`src/rtl/core/svm_pkg.sv`:
```
// package: constants, types and helpers of the sample voice mixer
`timescale 1ns / 1ps
package svm_pkg;

  localparam int SAMPLE_WORDS = 65536;
  localparam int MAX_VOICES   = 16;
  localparam int NUM_SLOTS    = 16;
  localparam int NUM_NOTES    = 128;

  localparam int ADDR_W  = $clog2(SAMPLE_WORDS);
  localparam int VIDX_W  = $clog2(MAX_VOICES);
  localparam int VCNT_W  = $clog2(MAX_VOICES + 1);
  localparam int SLOT_W  = $clog2(NUM_SLOTS);
  localparam int LEN_W   = 17;
  localparam int ACC_W   = 30;
  localparam int AUDIO_W = 24;
  localparam int QDEPTH  = 2;

  typedef enum logic [2:0] {
    CMD_WRITE  = 3'd0,
    CMD_DEFINE = 3'd1,
    CMD_MAP    = 3'd2,
    CMD_ON     = 3'd3,
    CMD_OFF    = 3'd4,
    CMD_MIX    = 3'd5,
    CMD_NOP6   = 3'd6,
    CMD_NOP7   = 3'd7
  } command_t;

  typedef enum logic [1:0] {
    STAT_DONE    = 2'd0,
    STAT_DROPPED = 2'd1,
    STAT_IGNORED = 2'd2
  } status_t;

  typedef enum logic [2:0] {
    S_IDLE,
    S_MAP,
    S_NOTE,
    S_OFF_SCAN,
    S_OFF_END,
    S_MIX_RD,
    S_MIX_ACC,
    S_FINISH
  } engine_state_t;

  typedef struct packed {
    command_t            op;
    logic [6:0]          note;
    logic [3:0]          slot;
    logic                map_valid;
    logic [15:0]         address;
    logic [16:0]         length;
    logic signed [15:0]  sample_value;
    logic signed [23:0]  left_in;
    logic signed [23:0]  right_in;
  } req_t;

  function automatic logic signed [AUDIO_W-1:0] sat24(input logic signed [ACC_W-1:0] v);
    logic signed [ACC_W-1:0] hi;
    logic signed [ACC_W-1:0] lo;
    begin
      hi = ACC_W'(8388607);
      lo = -ACC_W'(8388608);
      if (v > hi) sat24 = 24'sh7FFFFF;
      else if (v < lo) sat24 = 24'sh800000;
      else sat24 = v[AUDIO_W-1:0];
    end
  endfunction

endpackage

```
`src/rtl/core/svm_ifs.sv`:
```
// request and result channel interfaces
`timescale 1ns / 1ps
interface svm_req_if;
  logic               valid;
  logic               ready;
  logic [2:0]         command;
  logic [6:0]         note;
  logic [3:0]         slot;
  logic               map_valid;
  logic [15:0]        address;
  logic [16:0]        length;
  logic signed [15:0] sample_value;
  logic signed [23:0] left_in;
  logic signed [23:0] right_in;
  modport source (output valid, command, note, slot, map_valid, address, length,
                  sample_value, left_in, right_in, input ready);
  modport sink (input valid, command, note, slot, map_valid, address, length,
                sample_value, left_in, right_in, output ready);
endinterface


```
`src/rtl/core/svm_front.sv`:
```
// front end: accepts requests, decodes the command and queues them
`timescale 1ns / 1ps
module svm_front (
  input  logic          clk,
  input  logic          rst,
  svm_req_if.sink       req,
  output svm_pkg::req_t q_data,
  output logic          q_valid,
  input  logic          q_ready
);

  svm_pkg::req_t q [svm_pkg::QDEPTH];
  logic       wr_ptr;
  logic       rd_ptr;
  logic [1:0] count;
  logic       push;
  logic       pop;
  svm_pkg::req_t dec;

  always_comb begin
    dec.op           = svm_pkg::command_t'(req.command);
    dec.note         = req.note;
    dec.slot         = req.slot;
    dec.map_valid    = req.map_valid;
    dec.address      = req.address;
    dec.length       = req.length;
    dec.sample_value = req.sample_value;
    dec.left_in      = req.left_in;
    dec.right_in     = req.right_in;
  end

  assign req.ready = (count != 2'(svm_pkg::QDEPTH));
  assign push      = req.valid && req.ready;
  assign q_valid   = (count != 2'd0);
  assign pop       = q_valid && q_ready;
  assign q_data    = q[rd_ptr];

  always_ff @(posedge clk) begin
    if (push) q[wr_ptr] <= dec;
  end

  always_ff @(posedge clk) begin
    if (rst) begin
      wr_ptr <= 1'b0;
      rd_ptr <= 1'b0;
      count  <= 2'd0;
    end else begin
      if (push) wr_ptr <= ~wr_ptr;
      if (pop) rd_ptr <= ~rd_ptr;
      count <= count + 2'(push) - 2'(pop);
    end
  end

endmodule

```
`src/flat_wrapper.sv`:
```
// flat-port wrapper written by rule: the top's interface ports become plain ports
module svm_front_flat 
  (clk, rst, q_data, q_valid, q_ready, req_valid, req_command, req_note, req_slot, req_map_valid, req_address, req_length, req_sample_value, req_left_in, req_right_in, req_ready);
  svm_req_if req_i ();
  input  logic clk;
  input  logic rst;
  output svm_pkg::req_t q_data;
  output logic q_valid;
  input  logic q_ready;
  input wire logic [$bits(req_i.valid)-1:0] req_valid;
  input wire logic [$bits(req_i.command)-1:0] req_command;
  input wire logic [$bits(req_i.note)-1:0] req_note;
  input wire logic [$bits(req_i.slot)-1:0] req_slot;
  input wire logic [$bits(req_i.map_valid)-1:0] req_map_valid;
  input wire logic [$bits(req_i.address)-1:0] req_address;
  input wire logic [$bits(req_i.length)-1:0] req_length;
  input wire logic [$bits(req_i.sample_value)-1:0] req_sample_value;
  input wire logic [$bits(req_i.left_in)-1:0] req_left_in;
  input wire logic [$bits(req_i.right_in)-1:0] req_right_in;
  output wire logic [$bits(req_i.ready)-1:0] req_ready;
  assign req_i.valid = req_valid;
  assign req_i.command = req_command;
  assign req_i.note = req_note;
  assign req_i.slot = req_slot;
  assign req_i.map_valid = req_map_valid;
  assign req_i.address = req_address;
  assign req_i.length = req_length;
  assign req_i.sample_value = req_sample_value;
  assign req_i.left_in = req_left_in;
  assign req_i.right_in = req_right_in;
  assign req_ready = req_i.ready;
  svm_front u_core (.clk(clk), .rst(rst), .req(req_i), .q_data(q_data), .q_valid(q_valid), .q_ready(q_ready));
endmodule
```
`config.mk`:
```
export PLATFORM = sky130hd
export DESIGN_NAME = svm_front_flat
export DESIGN_NICKNAME = d
export VERILOG_FILES = /design/src/rtl/core/svm_pkg.sv /design/src/rtl/core/svm_ifs.sv /design/src/rtl/core/svm_front.sv /design/src/flat_wrapper.sv
export SDC_FILE = /design/constraint.sdc
export NUM_CORES = 1
export LEC_CHECK = 0
export BUFFER_PORTS_ARGS = -buffer_cell sky130_fd_sc_hd__buf_4
export CAP_MARGIN = 40
export CORE_MARGIN = 2
export CORE_UTILIZATION = 25
export DETAILED_ROUTE_END_ITERATION = 7
export SYNTH_ARGS = -nofsm -noshare
export SYNTH_HDL_FRONTEND = slang
export SYNTH_SLANG_ARGS = --single-unit
```
`constraint.sdc`:
```
create_clock -name clk -period 7.8 [get_ports clk]
set_input_delay 1.56 -clock clk [delete_from_list [all_inputs] [get_ports clk]]
set_output_delay 1.56 -clock clk [all_outputs]
set_load 0.1 [all_outputs]
```
# --- After elaboration in Yosys (flattened, before gate mapping) ---
# Memory sizes are Yosys's and may differ from the RTL's. A register that Yosys moved wholly into a read port is not among the register bits.
# Cells that the tools add are included.
totals:
  reg_bits: 4
  ram_bits: 224
  input_bits: 116
  output_inout_bits: 114
  elab_cells: 16
  n_memories: 1
mem_list:
  columns: ["memory", "depth", "word_bits", "read_ports", "rd_ports_with_merged_regs", "write_ports", "line", "rtl"]
  rows:
  - ["u_core.q", 2, 112, 1, 1, 1, "svm_front.sv:12", "svm_pkg::req_t q [svm_pkg::QDEPTH];"]
classes:
  add_sub_neg: 2
  n_eq_ne: 1
  mux: 4
  bitwise: 2
  reduce_logical: 3
op_table:
  columns: ["op", "count"]
  rows:
  - ["2-to-1 mux 1 bit", 4]
  - ["adder 2 x 1 -> 2 bit", 1]
  - ["logical AND 1 bit", 2]
  - ["inequality test 2 bit (second input constant)", 1]
  - ["NOT 1 bit", 2]
  - ["nonzero test 2 bit", 1]
  - ["subtractor 2 x 1 -> 2 bit", 1]

# --- Depth between registers and ports, before layout ---
# Gate-level depths: netlist (run 1).
logic_depth:
  depth_word: 4
  mapped_depth: 7
  depth_no_buf: 7

# --- Least setup slack after synthesis (run 1) ---
# Ideal clock, no wire load.
synth_path:
  path_kind: "in2reg"
  startpoint: "in req_valid"
  endpoint: "mem u_core.q[0][0] (netlist bit) (enable)"
  setup_ns: 0.598
  arrival_time_ns: 6.654
  required_time_ns: 7.202
  path_slack_ns: 0.549
  cell_stages: 2
  n_path_buf: 0
  cell_sequence: "and2_1 -> nor2b_1"
synth_via:
  elab_chain_len: 3
synth_lines:
  columns: ["item", "line", "rtl"]
  rows:
  - ["from (decl)", "flat_wrapper.sv:10", "input wire logic [$bits(req_i.valid)-1:0] req_valid;"]
  - ["logical AND 1 bit", "svm_front.sv:33", "assign push = req.valid && req.ready;"]
  - ["2-to-1 mux 1 bit", "svm_front.sv:39", "if (push) q[wr_ptr] <= dec;"]
  - ["2-to-1 mux 1 bit (not written as such)", "svm_front.sv:39", null]
  - ["to (decl)", "svm_front.sv:12", null]
# Every way passes these cells.

==> flow_summary.yaml, run 1 <==
finish:
  nNetsFinal: 744
  drive_gt1_share_pct: 59.6
  final_area_um2: 11400
  n_antenna_cell: 0
  area_delta_synth_final_pct: 36.2
  fillers: 3177
synthesis:
  ys_ff_latch: 229
  synth-async-reset-ratio_pct: 0
  syn_nets: 493
  synth.avg_cell_area_um2: 22.2
  ys_types: 20
  synthesis.area_um2: 8340
  syn-instance-count: 375
  synth_area_leaders: "edfxtp_1 81%, mux2_2 15%, dfxtp_1 1.2%"
  synth_edf_count: 224
  synth_top_area_cell: "edfxtp_1"
  synth_ff_type: "edfxtp_1"
  yosysSeqAreaShare_pct: 81.9
  ys_warn_count: 0
  netlist.area_leader.share_pct: 80.7
timing:
  tightest_slew_ps: 810
  setup-tns-final_ps: 0
  fin_skew_ps: 15.7
  finalMaxSlewViolations: 0
  period_share_pct: 53.5
  slew_headroom_pct: 46.0
  fmax_ghz: 0.240
  setup_violations: 0
  finalHoldViolCount: 0
  hold_slack_ps: 518
  fin_crit_ps: 4170
  rsz0062_at_grt: "false"
critical_path:
  crit_required_ps: 6240
  cp_max_fo: 54
  cp.arrival_ps: 2610
  path_class: "register to output port"
  timing.rr.start: "u_core.count[0]"
  endpoint_kind: "output port"
  reg2reg_slack_ps: 5420
  reg2reg_depth: 4
  r2r_end: "u_core.q[1][92]"
  worstSetupStartpointType: "register"
global_routing:
  gr-usage-all-layers_pct: 9.38
  grt_pass1_vias: 4646
  antenna_found_initial: 0
  grt_first_pass_wirelength_um: 26000
  grt_max_degree: 55
  grt-ovfl-total: 0
place:
  dp_hpwl_um: 11100
  port_buffers: 229
  placed_area_um2: 10600
  gp_congestion: 0.702
floorplan:
  die_w_um: 187
  ios: 230
  start_util_pct: 25.5
  fp.dieArea_um2: 34800
  core_area_um2: 32700
  die_h_um: 187
  rows: 66
run:
  max-cap-violations: 0
route:
  vias_per_cell: 3.95
  route.vias.total: 4287
  ant_nets: 0
  wl_um: 16800
  dr.first_iter.drc_count: 188
  drc_errors: 0
  wire_per_inst_um: 15.5
  firstDrtPassIters: 4
run_status:
  status: "completed"
clocking:
  htree_num_levels: 1
  cts_hold_buffers: 0
  insertion_delay_ps: 520
  cts_resized: 0
  root_buffer: "clkbuf_16"
  clk_path_buf_depth: 3
  clk_pin_slew_ps: 60
  cts-buffers-inserted: 25
  clkSinkCount: 229
  cts_tree: "yes"
  cts_setup_buffers: 0
hold_path:
  hold_depth: 2
  holdCritPathClass: "register to register"
  min_from: "u_core.rd_ptr"
## logic make-up after synthesis
group	synth area share, %
XOR/XNOR	0.210
flip-flops	81.9
multiplexers	15.1
AND/OR/NAND/NOR	0.900
adder cells (fa/ha/maj)	0.300
buffers and inverters	1.44
AO/OA/AOI/OAI	0.150
## cell type report
type | instances | area (µm²) | share of cell area (%)
sequential | 229 | 6830 | 60.1
timing repair buffer | 236 | 1820 | 16.1
multi-input combinational | 132 | 1400 | 12.4
clock buffer | 27 | 633 | 5.57
tap | 442 | 553 | 4.87
clock inverter | 17 | 106 | 0.936
inverter | 2 | 7.51 | 0.0661
## critical path, stage by stage (launching register included)
cell and delay, ps:
dfxtp_4 770, buf_4 350, buf_16 280, mux2_2 390
buf_4 230
## worst max-delay path by stage
stage / from / to / slack (ps) / cells after the start
2_1_floorplan: req_valid / u_core.q[0][0] / 550 / 2
3_5_place_dp: register / q_data[95] / 4090 / 4
5_1_grt: register / q_data[95] / 3430 / 4
3_3_place_gp: register / q_data[95] / 3870 / 3
6_report: register / q_data[95] / 3630 / 4
4_1_cts: register / q_data[95] / 3520 / 4
## routing by layer
metal  vias to the layer above  routed length (µm)  track usage, %
met5                         -                   0               0
met4                         0                 323            2.56
met3                        26                1580            3.69
met2                       167                7940            15.6
met1                      2104                6930            11.3
li1                       1990                   -               -
## Yosys cell counts (all sizes together) (2+ instances only)
master / n
and2: 2
buf: 12
dfxtp: 5
edfxtp: 224
ha: 2
inv: 2
mux2: 112
nand2b: 2
nor2: 4
nor2b: 2
## placed cells by master (no fill, tap or decap), drive strengths merged, types with 2 or more instances in the layout
cell type | synthesis | layout
clkinv | 0 | 14
ha | 2 | 2
inv | 2 | 3
edfxtp | 224 | 224
mux2 | 112 | 112
buf | 12 | 236
clkbuf | 0 | 27
nor2b | 2 | 2
nor2 | 4 | 4
and2 | 2 | 2
dfxtp | 5 | 5
nand2b | 2 | 2
## metrics by stage
step,cells,utilization (%),setup slack [ps]
3_3_place_gp,1038,32.2,3870
2_1_floorplan,375,-,549
3_5_place_dp,1041,32.5,4090
5_1_grt,1085,34.7,3430
4_1_cts,1085,34.7,3520
6_report,1085,34.7,3630
## registers in the layout (all words and copies together), names as in the netlist, named ones only
name / cells
u_core.q: 224
u_core.wr_ptr: 1
u_core.rd_ptr: 1
u_core.count: 2
Power of run 1 is left out: the tool's default activity adds up to more than one toggle a clock period on the data nets, which glitch-free logic cannot reach.
==> run 2, diff against run 1 <==
--- a/config.mk
+++ b/config.mk
@@ -5,6 +5,7 @@
 export SDC_FILE = /design/constraint.sdc
 export NUM_CORES = 1
 export LEC_CHECK = 0
+export ABC_AREA = 1
 export BUFFER_PORTS_ARGS = -buffer_cell sky130_fd_sc_hd__buf_4
 export CAP_MARGIN = 40
 export CORE_MARGIN = 2
==> constraint.sdc (replaced) <==
create_clock -name clk -period 3.9 [get_ports clk]
set_input_delay 0.78 -clock clk [delete_from_list [all_inputs] [get_ports clk]]
set_output_delay 0.78 -clock clk [all_outputs]
set_load 0.1 [all_outputs]
==> run 2 against run 1 <==
  * Clock skew shrank 5.5 ps
  * Sequential cell count did not move
  * Die area up 0.16%
  * Critical endpoint is now q_data[106]
==> flow_summary.yaml, run 2 <==
run_status:
  status: "completed"
clocking:
  cts_hold_buffers: 0
  cts_resized: 0
  cts_tree: "yes"
  htree_num_levels: 1
  clk_pin_slew_ps: 60
  cts_setup_buffers: 0
  insertion_delay_ps: 520
  root_buffer: "clkbuf_16"
  clkSinkCount: 229
  clk_path_buf_depth: 3
  cts-buffers-inserted: 25
pwr:
  p_switching_w: 0.00442
  p_total_w: 0.00991
  internal_power_w: 0.00548
  pwr-share-clk_pct: 23.2
  ir_drop_mv: 0.434
  p_seq_share_pct: 33.2
  leakage_nw: 4.18
  pwr-share-comb_pct: 43.6
  netSwitchingFraction_pct: 44.7
  p_per_area_nw_per_um2: 868
floorplan:
  ios: 230
  rows: 66
  die_h_um: 187
  core_area_um2: 32700
  start_util_pct: 25.5
  fp.dieArea_um2: 34900
  die_w_um: 187
finish:
  final_area_um2: 11400
  nNetsFinal: 756
  largest_registers: "u_core.q x224, u_core.count x2"
  area_delta_synth_final_pct: 36.8
  fin_cells: 1098
  n_antenna_cell: 0
  layout_commonest_cell: "buf_4"
  final_util_pct: 34.9
  fillers: 3185
  drive_gt1_share_pct: 59.1
  top_register: "u_core.q"
  final_cell_mix: "233 x buf_4, 224 x edfxtp_1, 112 x mux2_2"
  largest_reg_flops: 224
global_routing:
  antenna_found_initial: 0
  grt_util_met2_pct: 16.6
  grt_pass1_vias: 4493
  grt_max_degree: 113
  met3_usage_pct: 2.43
  grt_first_pass_wirelength_um: 26300
  gr-usage-all-layers_pct: 9.65
  top_usage_layer: "met2"
  grt-ovfl-total: 0
  grt_use_met1_pct: 11.5
synthesis:
  ys_warn_count: 0
  synth_top_area_cell: "edfxtp_1"
  syn-instance-count: 387
  synth_edf_count: 224
  ys_types: 12
  syn_nets: 505
  ys_ff_latch: 229
  synthTopCellsByCount: "224 x edfxtp_1, 112 x mux2_2, 10 x inv_1"
  synth.most_common_cell: "edfxtp_1"
  synth.avg_cell_area_um2: 21.6
  synth_ff_type: "edfxtp_1"
  yosysSeqAreaShare_pct: 81.7
  netlist.area_leader.share_pct: 80.5
  synth-async-reset-ratio_pct: 0
  synth_area_leaders: "edfxtp_1 81%, mux2_2 15%, dfxtp_1 1.2%"
  synthesis.area_um2: 8350
critical_path:
  endpoint_kind: "output port"
  worstSetupStartpointType: "register"
  crit_required_ps: 3120
  path_class: "register to output port"
  cp_max_fo: 48
  cp.arrival_ps: 2340
timing:
  fin_crit_ps: 3120
  setup-tns-final_ps: 0
  tightest_slew_ps: 766
  slew_headroom_pct: 49.0
  setup_violations: 0
  finalHoldViolCount: 0
  rsz0062_at_grt: "false"
  period_share_pct: 79.9
  finalMaxSlewViolations: 0
  fmax_ghz: 0.321
  fin_skew_ps: 10.2
route:
  wl_um: 17600
  firstDrtPassIters: 4
  drc_errors: 0
  vias_per_cell: 3.94
  route.vias.total: 4331
  wire_per_inst_um: 16.0
  ant_nets: 0
  dr.first_iter.drc_count: 207
hold_path:
  holdCritPathClass: "input port to register"
run:
  max-cap-violations: 0
place:
  port_buffers: 229
  dp_cells: 1053
  placed_area_um2: 10600
  gp_congestion: 0.695
  dp_hpwl_um: 11300
## run 2: changes by cell type after synthesis, sizes merged, moves of 2 or more
cell    change
nand3       +2
nor2        +5
nand2       +8
nor2b       -2
inv         +8
and2        -2
nand2b      -2
a21oi       +2
## run 2: through the flow
step / hold slack [ps] / setup slack, ps
after global routing: 409 / 621
after global placement: 490 / 1250
after detailed placement: 497 / 1230
after CTS: 411 / 674
after floorplan: 467 / 472
final: 442 / 782
## run 2: critical path, stage by stage, from the launching register on
cell     delay (ps)
dfxtp_4         840
buf_4           370
mux2_2          370
buf_4           230
## run 2: per-layer routing
layer	wire length, µm	share of wire, %
met1	7100	40
met2	8740	50
met3	976	5.6
met4	736	4.2
met5	0	0
## run 2: area by class of cell
cell class                      instances  area, µm²  share of cell area, %
Clock buffer                           35        703                   6.16
Timing Repair Buffer                  236       1810                   15.8
Sequential cell                       229       6830                   59.8
Clock inverter                         10        103                  0.898
Multi-Input combinational cell        136       1380                   12.1
Inverter                               10       41.3                  0.361
Tap cell                              442        553                   4.84
## run 2: worst paths after layout
kind         cells past startpoint               to            start  slack [ps]
max                              3      q_data[106]         register         780
min reg2reg                      2         register    u_core.rd_ptr         500
min                              2  u_core.count[0]              rst         440
max reg2reg                      5  u_core.q[1][39]  u_core.count[0]        2110
## run 2: cell families (layout without fill, tap and decap cells)
group,after synthesis,after routing,synth area share (%)
muxes,112,112,15.1
and+or+nand+nor,20,20,0.944
adders and majority gates,2,2,0.300
AOI/OAI and AO/OA,2,2,0.120
buffers and inverters,22,291,1.80
DFF,229,229,81.7
## run 2: power by group through the flow
| stage | sequential [W] | clock (W) | combinational, W |
|---|---|---|---|
| after floorplan | 0.00327 | 0 | 0.00354 |
| final | 0.00329 | 0.00230 | 0.00432 |
| after global placement | 0.00334 | 0 | 0.00436 |
| after CTS | 0.00330 | 0.00237 | 0.00437 |
| after global routing | 0.00334 | 0.00247 | 0.00445 |
| after detailed placement | 0.00335 | 0 | 0.00436 |
Power figures use the tool's default switching activity.
==> run 3, diff against run 2 <==
--- a/config.mk
+++ b/config.mk
@@ -5,7 +5,7 @@
 export SDC_FILE = /design/constraint.sdc
 export NUM_CORES = 1
 export LEC_CHECK = 0
-export ABC_AREA = 1
+export ABC_AREA = 0
 export BUFFER_PORTS_ARGS = -buffer_cell sky130_fd_sc_hd__buf_4
 export CAP_MARGIN = 40
 export CORE_MARGIN = 2
==> constraint.sdc (replaced) <==
create_clock -name clk -period 2.5 [get_ports clk]
set_input_delay 0.5 -clock clk [delete_from_list [all_inputs] [get_ports clk]]
set_output_delay 0.5 -clock clk [all_outputs]
set_load 0.1 [all_outputs]
==> run 3 against run 2 <==
  * Via count fell by 0.95%
  * Highest routed layer unchanged
  * Final area rose by 0.13%
  * Wire length fell by 1.0%
  * Worst setup slack got worse by 640 ps
  * Sequential share of layout area fell by 0.067 points
  * Register-to-register slack got worse by 1200 ps
==> flow_summary.yaml, run 3 (synthesis gave the netlist of run 1 again) <==
run_status:
  status: "completed"
floorplan:
  rows: 66
  start_util_pct: 25.5
  die_h_um: 187
  fp.dieArea_um2: 34800
  core_area_um2: 32700
  ios: 230
  die_w_um: 187
timing:
  fin_skew_ps: 5.32
  tightest_slew_ps: 486
  fin_crit_ps: 2360
  layout_setup_ws_ps: 140
  finalMaxSlewViolations: 0
  period_share_pct: 94.4
  rsz0062_at_grt: "false"
  slew_headroom_pct: 67.6
  setup_violations: 0
  setup-tns-final_ps: 0
  finalHoldViolCount: 0
  fmax_ghz: 0.424
finish:
  largest_reg_flops: 224
  layout_commonest_cell: "buf_4"
  area_delta_synth_final_pct: 37.2
  n_antenna_cell: 0
  nNetsFinal: 746
  final_cell_mix: "232 x buf_4, 224 x edfxtp_1, 112 x mux2_2"
  largest_registers: "u_core.q x224, u_core.count x2"
  top_register: "u_core.q"
  drive_gt1_share_pct: 60.3
  final_util_pct: 35.0
  fin_cells: 1089
critical_path:
  reg2reg_slack_ps: 870
  timing.rr.start: "u_core.count[0]"
  r2r_end: "u_core.q[0][74]"
  endpoint_kind: "output port"
  crit_required_ps: 2000
  path_class: "register to output port"
  cp.arrival_ps: 1860
  reg2reg_depth: 4
  crit_chain: "buf_12, mux2_2, buf_4"
  cp_max_fo: 53
  worstSetupStartpointType: "register"
  cpPeakStageDelay_ps: 400
  cp-endpoint: "q_data[86]"
  worst_path_max_delay_cell: "mux2_2"
clocking:
  cts_setup_buffers: 0
  clk_pin_slew_ps: 60
  cts_hold_buffers: 0
  cts-buffers-inserted: 26
  insertion_delay_ps: 520
  clk_path_buf_depth: 3
  root_buffer: "clkbuf_16"
  cts_tree: "yes"
  clkSinkCount: 229
  htree_num_levels: 1
  cts_resized: 0
route:
  wire_per_inst_um: 15.9
  ant_nets: 0
  vias_per_cell: 3.94
  drc_errors: 0
  dr.first_iter.drc_count: 156
  firstDrtPassIters: 4
  route.vias.total: 4290
  wl_um: 17400
place:
  dp_hpwl_um: 11200
  place_ws_ps: 642
  gp_congestion: 0.704
  dp_cells: 1042
  port_buffers: 229
global_routing:
  antenna_found_initial: 0
  grt-ovfl-total: 0
  grt_max_degree: 81
  grt_first_pass_wirelength_um: 26700
  gr-usage-all-layers_pct: 9.71
  grt_pass1_vias: 4600
hold_path:
  holdCritPathClass: "input port to register"
run:
  max-cap-violations: 0
==> run 3: cell types whose count changed in the layout (fill, tap and decap cells not counted), moves of 4 or more <==
cell      before  now
clkbuf_8       4    0
nand2_1        8    0
nor2_1         8    4
clkinv_1       2    8
inv_1          9    2
==> run 3: layer usage <==
layer | routed length (µm) | GRT usage (%) | up-vias
met5 | 0 | 0 | -
met4 | 560 | 3.08 | 0
met3 | 1360 | 3.52 | 30
met2 | 8240 | 15.9 | 156
met1 | 7210 | 11.9 | 2108
li1 | - | - | 1996
==> run 3: worst min-delay path by stage <==
stage                         start               to  slack, ps  cells after the start
finish               req_left_in[4]  u_core.q[1][28]        160                      1
CTS                   req_length[1]  u_core.q[1][65]        130                      1
global route        req_right_in[1]   u_core.q[0][1]        130                      1
floorplan             u_core.rd_ptr         register        480                      2
detailed placement    u_core.rd_ptr         register        510                      2
global placement      u_core.rd_ptr    u_core.rd_ptr        500                      2
==> run 3: through the flow <==
step | hold WS [ps] | instance area [µm²]
floorplan | 481 | 8360
global placement | 497 | 10600
detailed placement | 508 | 10600
CTS | 133 | 11400
global route | 134 | 11400
finish | 164 | 11400
==> run 3: worst max-delay path, delay by kind of cell (launching register included) <==
family | cells | cell delay [ps]
buf+inv | 2 | 520
mux | 1 | 400
flops | 1 | 390
==> run 3: cell type report <==
| type | count | area (µm²) |
|---|---|---|
| Fill cell | 3181 | 21300 |
| Sequential cell | 229 | 6830 |
| Timing Repair Buffer | 237 | 1840 |
| Multi-Input combinational cell | 132 | 1410 |
| Clock buffer | 32 | 694 |
| Tap cell | 442 | 553 |
| Clock inverter | 15 | 95.1 |
| Inverter | 2 | 7.51 |
Power of run 3 is left out for the same reason.
